File: config.mk
export PLATFORM = sky130hd
export DESIGN_NAME = baseline_drop_alert_detector
export DESIGN_NICKNAME = d
export VERILOG_FILES = /design/src/rtl/bdad_pkg.sv /design/src/rtl/baseline_drop_alert_detector.sv /design/src/rtl/bdad_alert_unit.sv
export SDC_FILE = /design/constraint.sdc
export NUM_CORES = 1
export LEC_CHECK = 0
export BUFFER_PORTS_ARGS = -buffer_cell sky130_fd_sc_hd__buf_2
export CORE_ASPECT_RATIO = 1.75
export CORE_UTILIZATION = 60
export CTS_BUF_LIST = sky130_fd_sc_hd__clkbuf_8
export CTS_CLUSTER_SIZE = 14
export DETAILED_ROUTE_END_ITERATION = 10
export GPL_TIMING_DRIVEN = 0
export PLACE_DENSITY = 0.87
export SLEW_MARGIN = 40
export SYNTH_ARGS = -nofsm -noshare
export SYNTH_HDL_FRONTEND = slang
export SYNTH_SLANG_ARGS = --single-unit
File: constraint.sdc
create_clock -name i_clk -period 15.3 [get_ports i_clk]
set_input_delay 0 -clock i_clk [delete_from_list [all_inputs] [get_ports i_clk]]
set_output_delay 0 -clock i_clk [all_outputs]
set_load 0.02 [all_outputs]
File: src/rtl/bdad_pkg.sv
`default_nettype none

package bdad_pkg;

    localparam int DEPTH_DEF = 8;
    localparam int METRIC_W  = 16;
    localparam int RATIO_W   = 8;
    localparam int COUNT_W   = 8;
    localparam int STATUS_W  = 2;
    localparam int CFG_IDX_W = 1;
    localparam int CFG_DATA_W = 8;

    localparam logic [RATIO_W-1:0] RATIO_RESET = 8'd128;
    localparam logic [COUNT_W-1:0] ALARM_RESET = 8'd3;
    localparam logic [COUNT_W-1:0] COUNT_MAX   = 8'hFF;

    typedef enum logic {
        OP_PUSH = 1'b0,
        OP_EVAL = 1'b1
    } t_opcode;

    typedef enum logic [STATUS_W-1:0] {
        ALERT_NORMAL     = 2'd0,
        ALERT_SUSPICIOUS = 2'd1,
        ALERT_ALARM      = 2'd2
    } t_alert;

    typedef enum logic [CFG_IDX_W-1:0] {
        CFG_DROP_RATIO  = 1'b0,
        CFG_ALARM_COUNT = 1'b1
    } t_cfg_index;

endpackage

`default_nettype wire

File: src/rtl/baseline_drop_alert_detector.sv
// An evaluate word passes from the A stage through the B stage into the output register, where
// it waits until it is taken; a push word yields no result.
// Throughput: one word per cycle when no result stalls; pushes and evaluations in any order.
// The pair ring is one synchronous memory read at accept and written back in the cycle after.
// Reset clears the sums, slot pointer, fill count and run counter and loads config defaults;
// ring entries not yet written since reset read as zero through the fill count.
`default_nettype none

module baseline_drop_alert_detector
    import bdad_pkg::*;
#(
    parameter int WINDOW_DEPTH = DEPTH_DEF
) (
    input  wire logic                  i_clk,
    input  wire logic                  i_rst_n,
    input  wire logic                  i_valid,
    output logic                       o_stall,
    input  wire logic                  i_opcode,
    input  wire logic [METRIC_W-1:0]   i_rmssd_value,
    input  wire logic [METRIC_W-1:0]   i_sdnn_value,
    output logic                       o_valid,
    input  wire logic                  i_stall,
    output logic [STATUS_W-1:0]        o_alert_status,
    input  wire logic                  i_cfg_wr_en,
    input  wire logic [CFG_IDX_W-1:0]  i_cfg_index,
    input  wire logic [CFG_DATA_W-1:0] i_cfg_data
);

    localparam int SLOT_W = $clog2(WINDOW_DEPTH);
    localparam int FILL_W = $clog2(WINDOW_DEPTH + 1);
    localparam int SUM_W  = METRIC_W + SLOT_W;
    localparam logic [SLOT_W-1:0] LAST_SLOT  = SLOT_W'(WINDOW_DEPTH - 1);
    localparam logic [FILL_W-1:0] FULL_LEVEL = FILL_W'(WINDOW_DEPTH);

    logic [2*METRIC_W-1:0] r_ring_mem [WINDOW_DEPTH];
    logic [2*METRIC_W-1:0] r_ring_rd;

    logic [RATIO_W-1:0]  r_drop_ratio;
    logic [COUNT_W-1:0]  r_alarm_count;
    logic [SLOT_W-1:0]   r_slot;
    logic [FILL_W-1:0]   r_fill;
    logic [SUM_W-1:0]    r_rm_sum;
    logic [SUM_W-1:0]    r_sd_sum;

    logic                r_a_valid;
    logic                r_a_op;
    logic                r_a_full;
    logic [SLOT_W-1:0]   r_a_slot;
    logic [METRIC_W-1:0] r_a_rm;
    logic [METRIC_W-1:0] r_a_sd;

    logic [SLOT_W-1:0]   n_slot;
    logic [FILL_W-1:0]   n_fill;
    logic [SUM_W-1:0]    n_rm_sum;
    logic [SUM_W-1:0]    n_sd_sum;
    logic [METRIC_W-1:0] old_rm;
    logic [METRIC_W-1:0] old_sd;

    logic                in_accept;
    logic                a_free;
    logic                push_retire;
    logic                eval_valid;
    logic                eval_ready;
    logic                window_full;

    assign window_full = (r_fill == FULL_LEVEL);
    assign push_retire = r_a_valid && (r_a_op == OP_PUSH);
    assign eval_valid  = r_a_valid && (r_a_op == OP_EVAL);
    assign a_free      = !r_a_valid || push_retire || eval_ready;
    assign o_stall     = !a_free;
    assign in_accept   = i_valid && a_free;

    always_ff @(posedge i_clk) begin
        if (push_retire) begin
            r_ring_mem[r_a_slot] <= {r_a_rm, r_a_sd};
        end
        if (in_accept) begin
            r_ring_rd <= r_ring_mem[r_slot];
        end
    end

    // Until the window has filled, the slot being replaced was never written.
    always_comb begin
        old_rm   = r_a_full ? r_ring_rd[2*METRIC_W-1:METRIC_W] : '0;
        old_sd   = r_a_full ? r_ring_rd[METRIC_W-1:0] : '0;
        n_rm_sum = r_rm_sum - SUM_W'(old_rm) + SUM_W'(r_a_rm);
        n_sd_sum = r_sd_sum - SUM_W'(old_sd) + SUM_W'(r_a_sd);
        n_slot   = (r_slot == LAST_SLOT) ? '0 : r_slot + 1'b1;
        n_fill   = window_full ? r_fill : r_fill + 1'b1;
    end

    always_ff @(posedge i_clk) begin
        if (in_accept) begin
            r_a_op   <= i_opcode;
            r_a_full <= window_full;
            r_a_slot <= r_slot;
            r_a_rm   <= i_rmssd_value;
            r_a_sd   <= i_sdnn_value;
        end
    end

    always_ff @(posedge i_clk) begin
        if (!i_rst_n) begin
            r_a_valid     <= 1'b0;
            r_slot        <= '0;
            r_fill        <= '0;
            r_rm_sum      <= '0;
            r_sd_sum      <= '0;
            r_drop_ratio  <= RATIO_RESET;
            r_alarm_count <= ALARM_RESET;
        end else begin
            if (a_free) begin
                r_a_valid <= i_valid;
            end
            if (in_accept && (i_opcode == OP_PUSH)) begin
                r_slot <= n_slot;
                r_fill <= n_fill;
            end
            if (push_retire) begin
                r_rm_sum <= n_rm_sum;
                r_sd_sum <= n_sd_sum;
            end
            if (i_cfg_wr_en) begin
                unique case (i_cfg_index)
                    CFG_DROP_RATIO:  r_drop_ratio  <= i_cfg_data;
                    CFG_ALARM_COUNT: r_alarm_count <= i_cfg_data;
                endcase
            end
        end
    end

    bdad_alert_unit #(
        .WINDOW_DEPTH (WINDOW_DEPTH),
        .SUM_W        (SUM_W)
    ) u_alert (
        .i_clk          (i_clk),
        .i_rst_n        (i_rst_n),
        .i_eval_valid   (eval_valid),
        .o_eval_ready   (eval_ready),
        .i_full         (r_a_full),
        .i_rm_value     (r_a_rm),
        .i_sd_value     (r_a_sd),
        .i_rm_sum       (r_rm_sum),
        .i_sd_sum       (r_sd_sum),
        .i_drop_ratio   (r_drop_ratio),
        .i_alarm_count  (r_alarm_count),
        .o_valid        (o_valid),
        .i_stall        (i_stall),
        .o_alert_status (o_alert_status)
    );

endmodule

`default_nettype wire

File: src/rtl/bdad_alert_unit.sv
`default_nettype none

module bdad_alert_unit
    import bdad_pkg::*;
#(
    parameter int WINDOW_DEPTH = DEPTH_DEF,
    parameter int SUM_W        = METRIC_W + $clog2(WINDOW_DEPTH)
) (
    input  wire logic                i_clk,
    input  wire logic                i_rst_n,
    input  wire logic                i_eval_valid,
    output logic                     o_eval_ready,
    input  wire logic                i_full,
    input  wire logic [METRIC_W-1:0] i_rm_value,
    input  wire logic [METRIC_W-1:0] i_sd_value,
    input  wire logic [SUM_W-1:0]    i_rm_sum,
    input  wire logic [SUM_W-1:0]    i_sd_sum,
    input  wire logic [RATIO_W-1:0]  i_drop_ratio,
    input  wire logic [COUNT_W-1:0]  i_alarm_count,
    output logic                     o_valid,
    input  wire logic                i_stall,
    output logic [STATUS_W-1:0]      o_alert_status
);

    localparam int PROD_W = RATIO_W + SUM_W;
    localparam logic [PROD_W-1:0] LHS_SCALE = PROD_W'((2 ** RATIO_W) * WINDOW_DEPTH);

    logic               r_b_valid;
    logic               r_b_full;
    logic [PROD_W-1:0]  r_b_rm_lhs;
    logic [PROD_W-1:0]  r_b_rm_rhs;
    logic [PROD_W-1:0]  r_b_sd_lhs;
    logic [PROD_W-1:0]  r_b_sd_rhs;
    logic               r_out_valid;
    t_alert             r_out_status;
    logic [COUNT_W-1:0] r_run;

    logic               out_free;
    logic               b_move;
    logic               abnormal;
    logic [COUNT_W-1:0] run_inc;
    logic [COUNT_W-1:0] n_run;
    t_alert             n_status;

    assign out_free     = !r_out_valid || !i_stall;
    assign b_move       = r_b_valid && out_free;
    assign o_eval_ready = !r_b_valid || out_free;

    always_ff @(posedge i_clk) begin
        if (i_eval_valid && o_eval_ready) begin
            r_b_full   <= i_full;
            r_b_rm_lhs <= PROD_W'(i_rm_value) * LHS_SCALE;
            r_b_rm_rhs <= PROD_W'(i_drop_ratio) * PROD_W'(i_rm_sum);
            r_b_sd_lhs <= PROD_W'(i_sd_value) * LHS_SCALE;
            r_b_sd_rhs <= PROD_W'(i_drop_ratio) * PROD_W'(i_sd_sum);
        end
    end

    // An empty window sum or a zero ratio gives a zero right side, so the
    // strict compare never flags that metric.
    always_comb begin
        abnormal = r_b_full && (r_b_rm_lhs < r_b_rm_rhs) && (r_b_sd_lhs < r_b_sd_rhs);
        run_inc  = (r_run == COUNT_MAX) ? r_run : r_run + 1'b1;
        if (!abnormal) begin
            n_run    = '0;
            n_status = ALERT_NORMAL;
        end else if (run_inc >= i_alarm_count) begin
            n_run    = '0;
            n_status = ALERT_ALARM;
        end else begin
            n_run    = run_inc;
            n_status = ALERT_SUSPICIOUS;
        end
    end

    always_ff @(posedge i_clk) begin
        if (!i_rst_n) begin
            r_b_valid   <= 1'b0;
            r_out_valid <= 1'b0;
            r_run       <= '0;
        end else begin
            if (o_eval_ready) begin
                r_b_valid <= i_eval_valid;
            end
            if (out_free) begin
                r_out_valid <= r_b_valid;
            end
            if (b_move) begin
                r_run <= n_run;
            end
        end
    end

    always_ff @(posedge i_clk) begin
        if (b_move) begin
            r_out_status <= n_status;
        end
    end

    assign o_valid        = r_out_valid;
    assign o_alert_status = r_out_status;

endmodule

`default_nettype wire

=== Yosys cells after proc, flatten, opt, wreduce, memory -nomap -nowiden ===
Memory sizes are Yosys's and may differ from the RTL's. A register that Yosys moved wholly into a read port is not among the register bits.
Index checks and enable logic that the tools add are counted.

* Multiply operators: 2
* Bitwise operators: 4
* Eq/ne operators: 3
* Add/sub/neg operators: 7
* Muxes and demuxes: 9
* $lt $le $gt $ge: 3
* Reduce and logical (&&, ||, !) cells: 20

{| class="wikitable"
|+ Operators with widths
! kind !! count
|-
| $lt 27x27->1 || 2
|-
| $mul 8x19->27 || 2
|-
| $add 19x16->19 || 2
|-
| $sub 19x16->19 || 2
|-
| $mux 16 || 2
|-
| $mux 8 || 3
|-
| $add 8x1->8 const B || 1
|-
| $eq 8x8->1 const B || 1
|-
| $ge 8x8->1 || 1
|-
| $logic_and 1x1->1 || 8
|-
| $reduce_and 2->1 || 3
|-
| $logic_not 1->1 || 5
|-
| $add 4x1->4 const B || 1
|-
| $eq 4x4->1 const B || 1
|-
| $logic_or 1x1->1 || 4
|-
| $not 1->1 || 4
|-
| $add 3x1->3 const B || 1
|-
| $eq 3x3->1 const B || 1
|-
| $mux 3 || 1
|-
| $mux 1 || 2
|-
| $mux 2 || 1
|}

* Bits in writable memories: 256
* Word-level logic and storage cells: 70
* Memories kept: 1
* Output and inout port bits: 4
* Bits in registers: 198

{| class="wikitable"
|+ Memories
! name !! depth !! width !! read ports !! clocked after memory_dff !! write ports !! RTL line !! text
|-
| r_ring_mem || 8 || 32 || 1 || 1 || 1 || baseline_drop_alert_detector.sv:35 || <nowiki>logic [2*METRIC_W-1:0] r_ring_mem [WINDOW_DEPTH];</nowiki>
|}

=== Depth between registers and ports, before layout ===
Gate-level depths: netlist (run 1).

* Word-level depth: 7
* Mapped depth: 20
* Gate-level depth less buffers: 19

=== Modules after synthesis ===
Synthesis (run 1) repeated with hierarchy kept, for this count alone.

* Cells, all modules: 2,532
* Area total of the unflattened synthesis: 30,820.8 µm²

{| class="wikitable"
|+ By module, submodules not included
! module !! instances !! cells each !! area an instance (µm²)
|-
| baseline_drop_alert_detector || 1 || 1,144 || 17,063.9
|-
| bdad_alert_unit || 1 || 1,388 || 13,756.9
|}

=== Worst setup path after synthesis (run 1) ===
Ideal clock, no wire load.

* Path kind: reg2reg
* Start point: reg r_drop_ratio[2]
* End point: reg u_alert.r_b_rm_rhs[26] (data pin)
* Clock period less this slack: 5,049 ps
* Path slack: 10,251 ps
* Data arrival time: 4,792 ps
* Cell stages (with the launch flop): 19
* Path buffers: 2
* Cell sequence: dfxtp_1 -> clkbuf_1 -> clkbuf_1 -> nand2_1 -> fa_1 -> fa_1 -> inv_1 -> fa_1 -> inv_1 -> fa_1 -> inv_1 -> ha_1 -> o31ai_1 -> nor4b_1 -> o311ai_1 -> o21ai_0 -> a21oi_1 -> o21ai_0 -> a32o_1

* Longest elaborated chain between the ends: 1

{| class="wikitable"
|+ Ends and longest elaborated chain
! item !! RTL line !! text
|-
| start, declared || baseline_drop_alert_detector.sv:38 || <nowiki>logic [RATIO_W-1:0] r_drop_ratio;</nowiki>
|-
| start signal, assigned || baseline_drop_alert_detector.sv:125 || <nowiki>CFG_DROP_RATIO: r_drop_ratio <= i_cfg_data;</nowiki>
|-
| $mul 8x19->27 || bdad_alert_unit.sv:53 || <nowiki>r_b_rm_rhs <= PROD_W'(i_drop_ratio) * PROD_W'(i_rm_sum);</nowiki>
|-
| end signal, assigned || bdad_alert_unit.sv:53 ||
|-
| end, declared || bdad_alert_unit.sv:31 || <nowiki>logic [PROD_W-1:0] r_b_rm_rhs;</nowiki>
|}

No other way between the ends.
A chain may end at the register's enable or synchronous reset.

=== Final worst setup path (run 1) ===
* Start point: reg r_drop_ratio[7]
* End point: reg u_alert.r_b_sd_rhs[26] (data pin)

* Longest elaborated chain between the ends: 1

{| class="wikitable"
|+ Ends and longest elaborated chain
! item !! RTL line !! text
|-
| $mul 8x19->27 || bdad_alert_unit.sv:55 || <nowiki>r_b_sd_rhs <= PROD_W'(i_drop_ratio) * PROD_W'(i_sd_sum);</nowiki>
|-
| end signal, assigned || bdad_alert_unit.sv:55 ||
|-
| end, declared || bdad_alert_unit.sv:33 || <nowiki>logic [PROD_W-1:0] r_b_sd_rhs;</nowiki>
|}

No other way between the ends.

==> results of run 1 <==
[sequential cells by signal (all words and copies together) (netlist names), 16 cells and up]
register and cells:
r_a_rm 16, r_a_sd 16, r_ring_mem 256, r_ring_rd 32, r_rm_sum 19, r_sd_sum 19
u_alert.r_b_rm_lhs 16, u_alert.r_b_rm_rhs 27, u_alert.r_b_sd_lhs 16, u_alert.r_b_sd_rhs 27
[worst max-delay path, stage by stage, from the launching register on]
cell       delay, ns
dfxtp_1         0.35
clkbuf_1        0.53
clkbuf_1        0.55
nand2_1         0.14
fa_1            0.47
fa_1            0.49
inv_1           0.06
fa_1            0.47
inv_1           0.05
fa_1            0.54
inv_1           0.07
ha_1            0.26
o41ai_2         0.47
a21oi_1         0.26
a2111oi_1       0.87
o31ai_1         0.24
o21a_1          0.21
nor2_1          0.11
xnor2_1         0.08
[synth_stat cells, types with 5 or more instances]
cell / instances / area share, %
o21ai_0: 52 / 0.85
o21a_1: 15 / 0.37
nor2_1: 51 / 0.63
nand2_1: 204 / 2.5
or2_2: 5 / 0.10
nand4b_1: 5 / 0.14
nand3_1: 32 / 0.52
mux4_2: 64 / 4.7
xnor2_1: 37 / 1.1
o211ai_1: 7 / 0.17
mux2_2: 33 / 1.2
dfxtp_1: 72 / 4.7
xor2_1: 29 / 0.83
nor3_1: 25 / 0.41
and3_1: 13 / 0.27
a21o_1: 38 / 0.93
nand4_1: 7 / 0.14
mux2i_1: 9 / 0.30
a32o_1: 8 / 0.26
buf_1: 10 / 0.12
a31oi_1: 8 / 0.16
o31ai_1: 5 / 0.12
inv_1: 387 / 4.8
and2_1: 267 / 5.5
nor2b_1: 24 / 0.49
ha_1: 177 / 7.3
a21boi_0: 22 / 0.54
or3_1: 6 / 0.12
edfxtp_1: 414 / 41
nand2b_1: 25 / 0.51
a21oi_1: 62 / 1.0
a211oi_1: 10 / 0.25
fa_1: 236 / 15
clkbuf_1: 87 / 1.1
[worst paths after layout]
kind | depth (start not counted) | to | slack, ns
hold / removal | 2 | r_a_rm[1]$_DFFE_PP_ | 0.05
setup reg to reg | 18 | u_alert.r_b_sd_rhs[26]$_DFFE_PP_ | 8.84
setup / recovery | 18 | u_alert.r_b_sd_rhs[26]$_DFFE_PP_ | 8.84
hold reg to reg | 2 | r_alarm_count[4]$_SDFFE_PN0P_ | 0.47
[routing by layer]
metal | track usage [%] | up-vias | share of wire, %
met3 | 4.63 | 386 | 6.0
met2 | 54.9 | 1005 | 53
met1 | 32.5 | 10200 | 33
li1 | - | 8904 | -
met4 | 24.7 | 0 | 8.3
met5 | 0 | - | 0
[power groups by stage]
| stage | Sequential, W | Combinational (W) | Clock (W) |
|---|---|---|---|
| floorplan | 0.00154 | 0.000377 | 0 |
| global route | 0.00155 | 0.000606 | 0.00114 |
| CTS | 0.00154 | 0.000540 | 0.00109 |
| detailed placement | 0.00157 | 0.000524 | 0 |
| global placement | 0.00157 | 0.000491 | 0 |
| finish | 0.00154 | 0.000553 | 0.00108 |
[through the flow]
| stage | total power, W | util [%] | hold slack, ns | instance area [sq um] | setup WS [ns] |
|---|---|---|---|---|---|
| 4_1_cts | 0.00317 | 67.9 | 0.0185 | 34200 | 8.91 |
| 5_1_grt | 0.00329 | 67.9 | 0.0488 | 34200 | 8.63 |
| 6_report | 0.00317 | 67.9 | 0.0524 | 34200 | 8.84 |
| 3_3_place_gp | 0.00206 | 62.8 | 0.176 | 31600 | 7.44 |
| 2_1_floorplan | 0.00192 | - | 0.0989 | 30500 | 10.25 |
| 3_5_place_dp | 0.00209 | 64.0 | 0.178 | 32200 | 8.93 |
[layout by cell type (no fill, tap or decap), types with 19 or more instances in the layout]
master / instances
a21oi_1: 62
nand2_1: 204
clkbuf_8: 75
nor2_1: 48
mux2_2: 33
edfxtp_1: 414
xor2_1: 29
buf_4: 19
buf_2: 69
nor2b_1: 22
a21o_1: 38
nor3_1: 21
ha_1: 177
and2_1: 267
clkbuf_1: 86
o21ai_0: 52
dlygate4sd3_1: 53
a21boi_0: 22
fa_1: 236
nand2b_1: 25
inv_1: 409
nand3_1: 32
dfxtp_1: 72
xnor2_1: 37
mux4_2: 64
[cell type report]
| cell class | count | area share, % |
|---|---|---|
| diodes | 1 | 0.00732 |
| well taps | 666 | 2.44 |
| clock buffers | 75 | 3.02 |
| repair buffers | 150 | 3.89 |
| plain buffers | 98 | 1.11 |
| multi-input cells | 1534 | 43.5 |
| clock inverters | 51 | 1.15 |
| flip-flops and latches | 486 | 40.6 |
| inverters | 387 | 4.25 |
[cell families (layout without fill, tap and decap cells)]
group,after synthesis,after routing
other,0,1
flip-flops,486,486
AND/OR/NAND/NOR,682,682
buffers and inverters,485,761
multiplexers,106,106
adder cells (fa/ha/maj),413,413
AO/OA/AOI/OAI,267,267
XOR/XNOR,66,66
==> flow_metrics.env, run 1 <==
export IMPL_status="finished, final reports clean"
export IMPL_ant_nets=0
export IMPL_die_height_um=300
export IMPL_ys_flop_type="edfxtp_1"
export IMPL_r2r_start="r_drop_ratio[7]$_SDFFE_PN1P_"
export IMPL_grt_ovfl_total=0
export IMPL_dieArea_sq_um=51800
export IMPL_area_growth_pct=12.0
export IMPL_synth_seq_area_share_pct=45.5
export IMPL_htree_levels=3
export IMPL_drive_gt1_share_pct=11.3
export IMPL_ys_warn_count=0
export IMPL_synth_area_sq_um=30500
export IMPL_p_leak_nw=14.7
export IMPL_final_cell_count_no_fill=3448
export IMPL_intPower_w=0.00228
export IMPL_crit_fanout=10
export IMPL_nNetsFinal=3187
export IMPL_fmax_mhz=155
export IMPL_grt_first_pass_wirelength_mm=119
export IMPL_drc_errors=0
export IMPL_switchingPower_w=0.000893
export IMPL_synth_top_family_by_area="adder cells"
export IMPL_avgSynthCellArea_sq_um=12.2
export IMPL_dp_cells=3267
export IMPL_switching_share_pct=28.2
export IMPL_layout_area_seq_sq_um=13900
export IMPL_rsz0062_at_grt="no"
export IMPL_arrival_ns=6.87
export IMPL_wl_per_cell_um=22.0
export IMPL_coreArea_sq_um=50300
export IMPL_cts_path_max_buffers=3
export IMPL_maxCapViolCount=0
export IMPL_dr_pass1_iters=5
export IMPL_async_flop_share_pct=0
export IMPL_p_per_area_nw_per_um2=92.8
export IMPL_ios=51
export IMPL_cts_sinks=486
export IMPL_vdd_ir_drop_max_mv=0.116
export IMPL_slew_headroom_pct=39.1
export IMPL_final_setup_tns_ns=0
export IMPL_pwr_share_comb_pct=17.4
export IMPL_hold_class="in2reg"
export IMPL_vias=20400
export IMPL_track_usage_pct=31.1
export IMPL_place_congestion=0.926
export IMPL_dp_hpwl_mm=55.6
export IMPL_start_kind="flip-flop"
export IMPL_synth_mux_area_share_pct=6.24
export IMPL_synthAdderAreaFrac_pct=22.7
export IMPL_row_count=109
export IMPL_cts_setup_buffers=0
export IMPL_start_util_pct=60.6
export IMPL_power_frac_seq_pct=48.6
export IMPL_grt_pass1_vias=22700
export IMPL_wirelength_mm=75.7
export IMPL_hold_viol=0
export IMPL_synth_edf_count=414
export IMPL_critPathKind="reg2reg"
export IMPL_synth_ff_latch_count=486
export IMPL_syn_nets=2965
export IMPL_multi_input_area_sq_um=14900
export IMPL_synth_compound_area_share_pct=5.88
export IMPL_crit_required_ns=15.71
export IMPL_io_buffers=50
export IMPL_die_w_um=172
export IMPL_fin_crit_sh_pct=42.2
export IMPL_synth_xor_xnor_area_share_pct=1.89
export IMPL_fillers=3435
export IMPL_setup_viol=0
export IMPL_postCtsHoldBufs=53
export IMPL_hold_path_startpoint="i_rmssd_value[1]"
export IMPL_clk_insertion_delay_late_ns=0.68
export IMPL_cts_buffers_inserted=70
export IMPL_netlist_instances=2505
export IMPL_synthSimpleGateAreaFrac_pct=11.8
export IMPL_cts_tree="done"
export IMPL_cts_root_buffer="clkbuf_8"
export IMPL_path_clk_slew_ns=0.07
export IMPL_viasPerCell=5.93
export IMPL_post_cts_resized=0
export IMPL_drt_initial_drc_count=1442
export IMPL_period_needed_ns=6.46
export IMPL_worstMarginPinSlew_ns=0.913
export IMPL_drv_slew=0
export IMPL_end_kind="flip-flop"
export IMPL_antenna_found_initial=1
export IMPL_fin_skew_ns=0.0331
export IMPL_grt_max_degree=24
export IMPL_ys_types=66
export IMPL_p_clk_share_pct=33.9
export IMPL_cp_startpoint="r_drop_ratio[7]$_SDFFE_PN1P_"
Note: power is estimated with default switching activity, not from simulation.
==> run 2: changes to the inputs <==
- clock period: 15.3 -> 6.52 ns (I/O delays scaled with it)
==> run 2 against run 1 <==
Critical path depth grew 1. Maximum frequency grew 3.4%. Sequential cell count is the same. Routed wire length is essentially flat. Hold slack is essentially flat. Utilization is essentially flat. Non-clock buffer count is the same. Count of clock-buffer cells in the layout is the same. Sequential share of layout area is essentially flat. Clock power grew 130%. Power grew 130%.
==> flow_metrics.env, run 2 (synthesis results as in run 1) <==
export IMPL_crit_required_ns=6.92
export IMPL_hold_end="r_a_rm[13]$_DFFE_PP_"
export IMPL_setup_viol=0
export IMPL_slew_headroom_pct=38.5
export IMPL_ff2ff_setup_slack_ns=0.28
export IMPL_worstMarginPinSlew_ns=0.922
export IMPL_grt_ovfl_total=0
export IMPL_drc_errors=0
export IMPL_hold_path_startpoint="i_rmssd_value[13]"
export IMPL_r2r_end="u_alert.r_b_rm_rhs[26]$_DFFE_PP_"
export IMPL_cts_tree="done"
export IMPL_mostFrequentLayoutCell="edfxtp_1"
export IMPL_p_leak_nw=14.7
export IMPL_dieArea_sq_um=51800
export IMPL_worst_slack_ns=0.278
export IMPL_start_kind="flip-flop"
export IMPL_arrival_ns=6.64
export IMPL_drt_initial_drc_count=1480
export IMPL_final_core_util_pct=67.9
export IMPL_maxCapViolCount=0
export IMPL_largest_reg_flops=256
export IMPL_antenna_found_initial=1
export IMPL_fmax_mhz=160
export IMPL_fin_skew_ns=0.0330
export IMPL_grt_pass1_vias=22700
export IMPL_io_buffers=50
export IMPL_top_regs="r_ring_mem: 256 flops, r_ring_rd: 32 flops"
export IMPL_cts_sinks=486
export IMPL_status="finished, final reports clean"
export IMPL_row_count=109
export IMPL_drv_slew=0
export IMPL_grt_first_pass_wirelength_mm=119
export IMPL_r2r_start="r_drop_ratio[7]$_SDFFE_PN1P_"
export IMPL_place_congestion=0.926
export IMPL_fillers=3434
export IMPL_vdd_ir_drop_max_mv=0.273
export IMPL_power_total_w=0.00745
export IMPL_place_worst_setup_slack_ns=0.153
export IMPL_end_kind="flip-flop"
export IMPL_nNetsFinal=3187
export IMPL_final_cell_mix="414 x edfxtp_1, 409 x inv_1, 267 x and2_1"
export IMPL_cts_root_buffer="clkbuf_8"
export IMPL_period_needed_ns=6.24
export IMPL_die_height_um=300
export IMPL_cts_setup_buffers=0
export IMPL_hold_class="in2reg"
export IMPL_hold_viol=0
export IMPL_start_util_pct=60.6
export IMPL_viasPerCell=5.94
export IMPL_vias=20500
export IMPL_critPathKind="reg2reg"
export IMPL_min_path_cells=2
export IMPL_dr_pass1_iters=6
export IMPL_path_clk_slew_ns=0.07
export IMPL_grt_max_degree=24
export IMPL_ant_nets=0
export IMPL_crit_fanout=10
export IMPL_cts_buffers_inserted=70
export IMPL_track_usage_pct=31.1
export IMPL_ios=51
export IMPL_die_w_um=172
export IMPL_wirelength_mm=75.7
export IMPL_coreArea_sq_um=50300
export IMPL_area_growth_pct=12.0
export IMPL_top_register="r_ring_mem"
export IMPL_htree_levels=3
export IMPL_wl_per_cell_um=22.0
export IMPL_dp_hpwl_mm=55.6
export IMPL_cts_path_max_buffers=3
export IMPL_drive_gt1_share_pct=11.3
export IMPL_p_per_area_nw_per_um2=218
export IMPL_fin_crit_sh_pct=95.7
export IMPL_rsz0062_at_grt="no"
export IMPL_clk_insertion_delay_late_ns=0.68
export IMPL_worst_r2r_cell_count=19
[run 2: cell types whose count changed in the layout (fill, tap and decap cells not counted)]
cell       before  now
a2111oi_1       1    0
a2111oi_2       0    1
[run 2: layout make-up]
class / instances / area [sq um] / area share [%]
Multi-Input combinational cell: 1534 / 14900 / 43.6
Sequential cell: 486 / 13900 / 40.6
Inverter: 387 / 1450 / 4.25
Timing Repair Buffer: 150 / 1330 / 3.89
Clock buffer: 75 / 1030 / 3.02
Tap cell: 666 / 833 / 2.44
Clock inverter: 51 / 394 / 1.15
Buffer: 98 / 379 / 1.11
Antenna cell: 1 / 2.50 / 0.00732
[run 2: per-layer routing]
metal / GRT usage, % / share of wire (%)
met1: 32.5 / 33
met3: 4.63 / 6.0
met2: 54.9 / 53
met4: 24.7 / 8.5
met5: 0 / 0
[run 2: what timing repair did]
item                                    in CTS  in global routing
gates resized for setup                      0                  1
hold buffers                                53                  0
endpoints found under the hold margin       64                  0
endpoints found under the setup margin       0                  2
[run 2: worst max-delay path by stage]
stage	depth (start not counted)	slack (ns)	endpoint	from
2_1_floorplan	18	1.47	u_alert.r_b_rm_rhs[26]$_DFFE_PP_	r_drop_ratio[2]$_SDFFE_PN0P_
3_3_place_gp	4	-1.34	r_ring_mem[0][5]$_DFFE_PP_	r_a_op$_DFFE_PP_
3_5_place_dp	18	0.15	u_alert.r_b_sd_rhs[26]$_DFFE_PP_	r_drop_ratio[2]$_SDFFE_PN0P_
4_1_cts	18	0.13	u_alert.r_b_sd_rhs[26]$_DFFE_PP_	r_drop_ratio[2]$_SDFFE_PN0P_
5_1_grt	19	0.02	u_alert.r_b_rm_rhs[26]$_DFFE_PP_	r_drop_ratio[2]$_SDFFE_PN0P_
6_report	19	0.28	u_alert.r_b_rm_rhs[26]$_DFFE_PP_	r_drop_ratio[7]$_SDFFE_PN1P_
[run 2: stage by stage]
stage          cells  hold slack, ns  cell area [sq um]  TNS (ns)
5_1_grt         3448          0.0488              34200         0
3_3_place_gp    3221           0.176              31600    -55.43
6_report        3448          0.0522              34200         0
3_5_place_dp    3267           0.178              32200         0
2_1_floorplan   2505          0.0989              30500         0
4_1_cts         3446          0.0185              34200         0
[run 2: critical path: stages (launching register included)]
cell and delay [ns]:
dfxtp_1 0.35, clkbuf_1 0.52, clkbuf_1 0.54, nand2_1 0.15, fa_1 0.47, fa_1 0.49
inv_1 0.05, fa_1 0.47, inv_1 0.05, fa_1 0.53, inv_1 0.06, ha_1 0.24
nor3_1 0.27, o21ai_0 0.14, nor4b_1 0.18, o311ai_1 0.49, o21ai_0 0.24, a21oi_1 0.30
o21ai_0 0.16, a32o_1 0.28
[run 2: report_power, final]
group	switching [W]	total [W]	internal, W
sequential	0.000122	0.00362	0.00350
clock	0.00122	0.00253	0.00131
combinational	0.000760	0.00130	0.000537
==> run 3: changes to the inputs <==
- REMOVE_ABC_BUFFERS: default -> 1
==> run 3 against run 2 <==
First-iteration DRC count down 0.47%. Setup slack better by 0.13 ns. Global-route usage fell by 2.7 points. Sequential power rose by 2%. Clock power hardly changed. Die area stayed put. Via count fell by 3.0%. Non-clock buffer count fell by 83. Critical path depth fell by 2. Critical path type unchanged. Clock skew increased by 0.0063 ns. Count of clock-buffer cells in the layout up 1.
==> flow_metrics.env, run 3 (synthesis results as in run 1) <==
export IMPL_cp_slowest_cell="dfxtp_2"
export IMPL_cts_root_buffer="clkbuf_8"
export IMPL_maxCapViolCount=0
export IMPL_grt_first_pass_wirelength_mm=110
export IMPL_critPathKind="reg2reg"
export IMPL_hold_path_startpoint="i_sdnn_value[10]"
export IMPL_status="finished, final reports clean"
export IMPL_layout_area_seq_sq_um=13900
export IMPL_dpl_cell_area_sq_um=32000
export IMPL_wl_per_cell_um=20.6
export IMPL_worst_path_stages=17
export IMPL_track_usage_pct=28.3
export IMPL_cts_path_max_buffers=3
export IMPL_end_kind="flip-flop"
export IMPL_clk_insertion_delay_late_ns=0.69
export IMPL_hold_viol=0
export IMPL_arrival_ns=6.56
export IMPL_period_needed_ns=6.11
export IMPL_place_congestion=0.893
export IMPL_cp_startpoint="r_drop_ratio[2]$_SDFFE_PN0P_"
export IMPL_p_per_area_nw_per_um2=217
export IMPL_top_register="r_ring_mem"
export IMPL_multi_input_area_sq_um=14900
export IMPL_cpLargestDelayFamily="adder cells"
export IMPL_fillers=3289
export IMPL_ios=51
export IMPL_fin_crit_sh_pct=93.8
export IMPL_grt_pass1_vias=21700
export IMPL_power_total_w=0.00738
export IMPL_slew_headroom_pct=42.8
export IMPL_p_leak_nw=14.7
export IMPL_area_growth_pct=11.5
export IMPL_crit_path_cell_trace="and2_1, fa_1, fa_1, fa_1, inv_1, fa_1, inv_1, ha_1, a21oi_1, nor3b_1, o41ai_1, a21oi_1, a2111oi_1, o31ai_1, o21a_1, nor2_1, xnor2_1"
export IMPL_htree_levels=3
export IMPL_largest_reg_flops=256
export IMPL_final_cell_mix="414 x edfxtp_1, 402 x inv_1, 267 x and2_1"
export IMPL_setup_viol=0
export IMPL_cts_buffers_inserted=70
export IMPL_crit_required_ns=6.97
export IMPL_die_height_um=300
export IMPL_start_util_pct=60.6
export IMPL_dp_hpwl_mm=48.6
export IMPL_cp_num_buf_inv=2
export IMPL_grt_max_degree=77
export IMPL_io_buffers=50
export IMPL_grt_ovfl_total=0
export IMPL_slowest_delay_ns=0.88
export IMPL_vdd_ir_drop_max_mv=0.262
export IMPL_fin_hold_ws_ns=0.0509
export IMPL_dr_pass1_iters=6
export IMPL_worstMarginPinSlew_ns=0.858
export IMPL_fmax_mhz=164
export IMPL_nNetsFinal=3104
export IMPL_cp_common_cell="fa_1"
export IMPL_antenna_found_initial=1
export IMPL_drv_slew=0
export IMPL_crit_fanout=39
export IMPL_ant_nets=0
export IMPL_wirelength_mm=69.3
export IMPL_viasPerCell=5.90
export IMPL_finish_instance_area_sq_um=34000
export IMPL_top_regs="r_ring_mem: 256 flops, r_ring_rd: 32 flops"
export IMPL_post_cts_resized=0
export IMPL_path_clk_slew_ns=0.07
export IMPL_cts_tree="done"
export IMPL_fin_skew_ns=0.0393
export IMPL_worst_r2r_cell_count=17
export IMPL_die_w_um=172
export IMPL_mostFrequentLayoutCell="edfxtp_1"
export IMPL_hold_class="in2reg"
export IMPL_cts_sinks=486
export IMPL_rsz0062_at_grt="no"
export IMPL_start_kind="flip-flop"
export IMPL_drc_errors=0
export IMPL_drt_initial_drc_count=1473
export IMPL_row_count=109
export IMPL_r2r_start="r_drop_ratio[2]$_SDFFE_PN0P_"
export IMPL_vias=19900
export IMPL_drive_gt1_share_pct=12.5
export IMPL_coreArea_sq_um=50300
export IMPL_dieArea_sq_um=51800
export IMPL_min_path_cells=2
run 3: cell count changes in the layout (fill, tap and decap cells not counted), sizes merged:
cell	change
clkbuf	-89
dlygate4sd3	+9
bufinv	-1
clkinv	+3
inv	-3
clkinvlp	+1
buf	-2
run 3: stage by stage:
stage	cells	setup TNS, ns	setup slack, ns	utilization [%]
after floorplan	2407	0	1.18	-
after global placement	3123	-174.44	-2.04	62.1
after detailed placement	3176	0	0.480	63.5
after CTS	3365	0	0.431	67.6
after global routing	3366	0	0.182	67.6
final	3366	0	0.407	67.6
run 3: worst paths after layout:
kind | endpoint | slack, ns
min | r_a_sd[10]$_DFFE_PP_ | 0.05
max | u_alert.r_b_sd_rhs[26]$_DFFE_PP_ | 0.41
max reg2reg | u_alert.r_b_sd_rhs[26]$_DFFE_PP_ | 0.41
min reg2reg | r_alarm_count[7]$_SDFFE_PN0P_ | 0.49
run 3: area by class of cell:
| type | count | area share (%) |
|---|---|---|
| antenna | 1 | 0.00736 |
| clock buffer | 76 | 3.07 |
| clock inverter | 51 | 1.14 |
| inverter | 387 | 4.27 |
| multi-input combinational | 1534 | 43.8 |
| sequential | 486 | 40.9 |
| tap | 666 | 2.45 |
| timing repair buffer | 165 | 4.41 |
run 3: where the power goes:
part	internal, W	switching, W	total (W)
Clock	0.00130	0.00123	0.00253
Combinational	0.000526	0.000629	0.00116
Sequential	0.00350	0.000191	0.00369
Total	0.00532	0.00205	0.00738
run 3: what timing repair did:
item,in CTS,in global routing
setup buffers,0,0
hold buffers,62,0
hold endpoints to repair,144,0
run 3: metal layers:
metal / track usage [%] / part of all wire, %
met1: 31.5 / 35
met2: 49.6 / 53
met3: 4.57 / 5.8
met4: 18.6 / 6.5
met5: 0 / 0
run 3: worst register-to-register path: stages, from the launching register on:
cell,delay [ns]
dfxtp_2,0.88
and2_1,0.27
fa_1,0.43
fa_1,0.49
fa_1,0.53
inv_1,0.05
fa_1,0.47
inv_1,0.06
ha_1,0.33
a21oi_1,0.23
nor3b_1,0.13
o41ai_1,0.37
a21oi_1,0.17
a2111oi_1,0.64
o31ai_1,0.25
o21a_1,0.22
nor2_1,0.13
xnor2_1,0.24
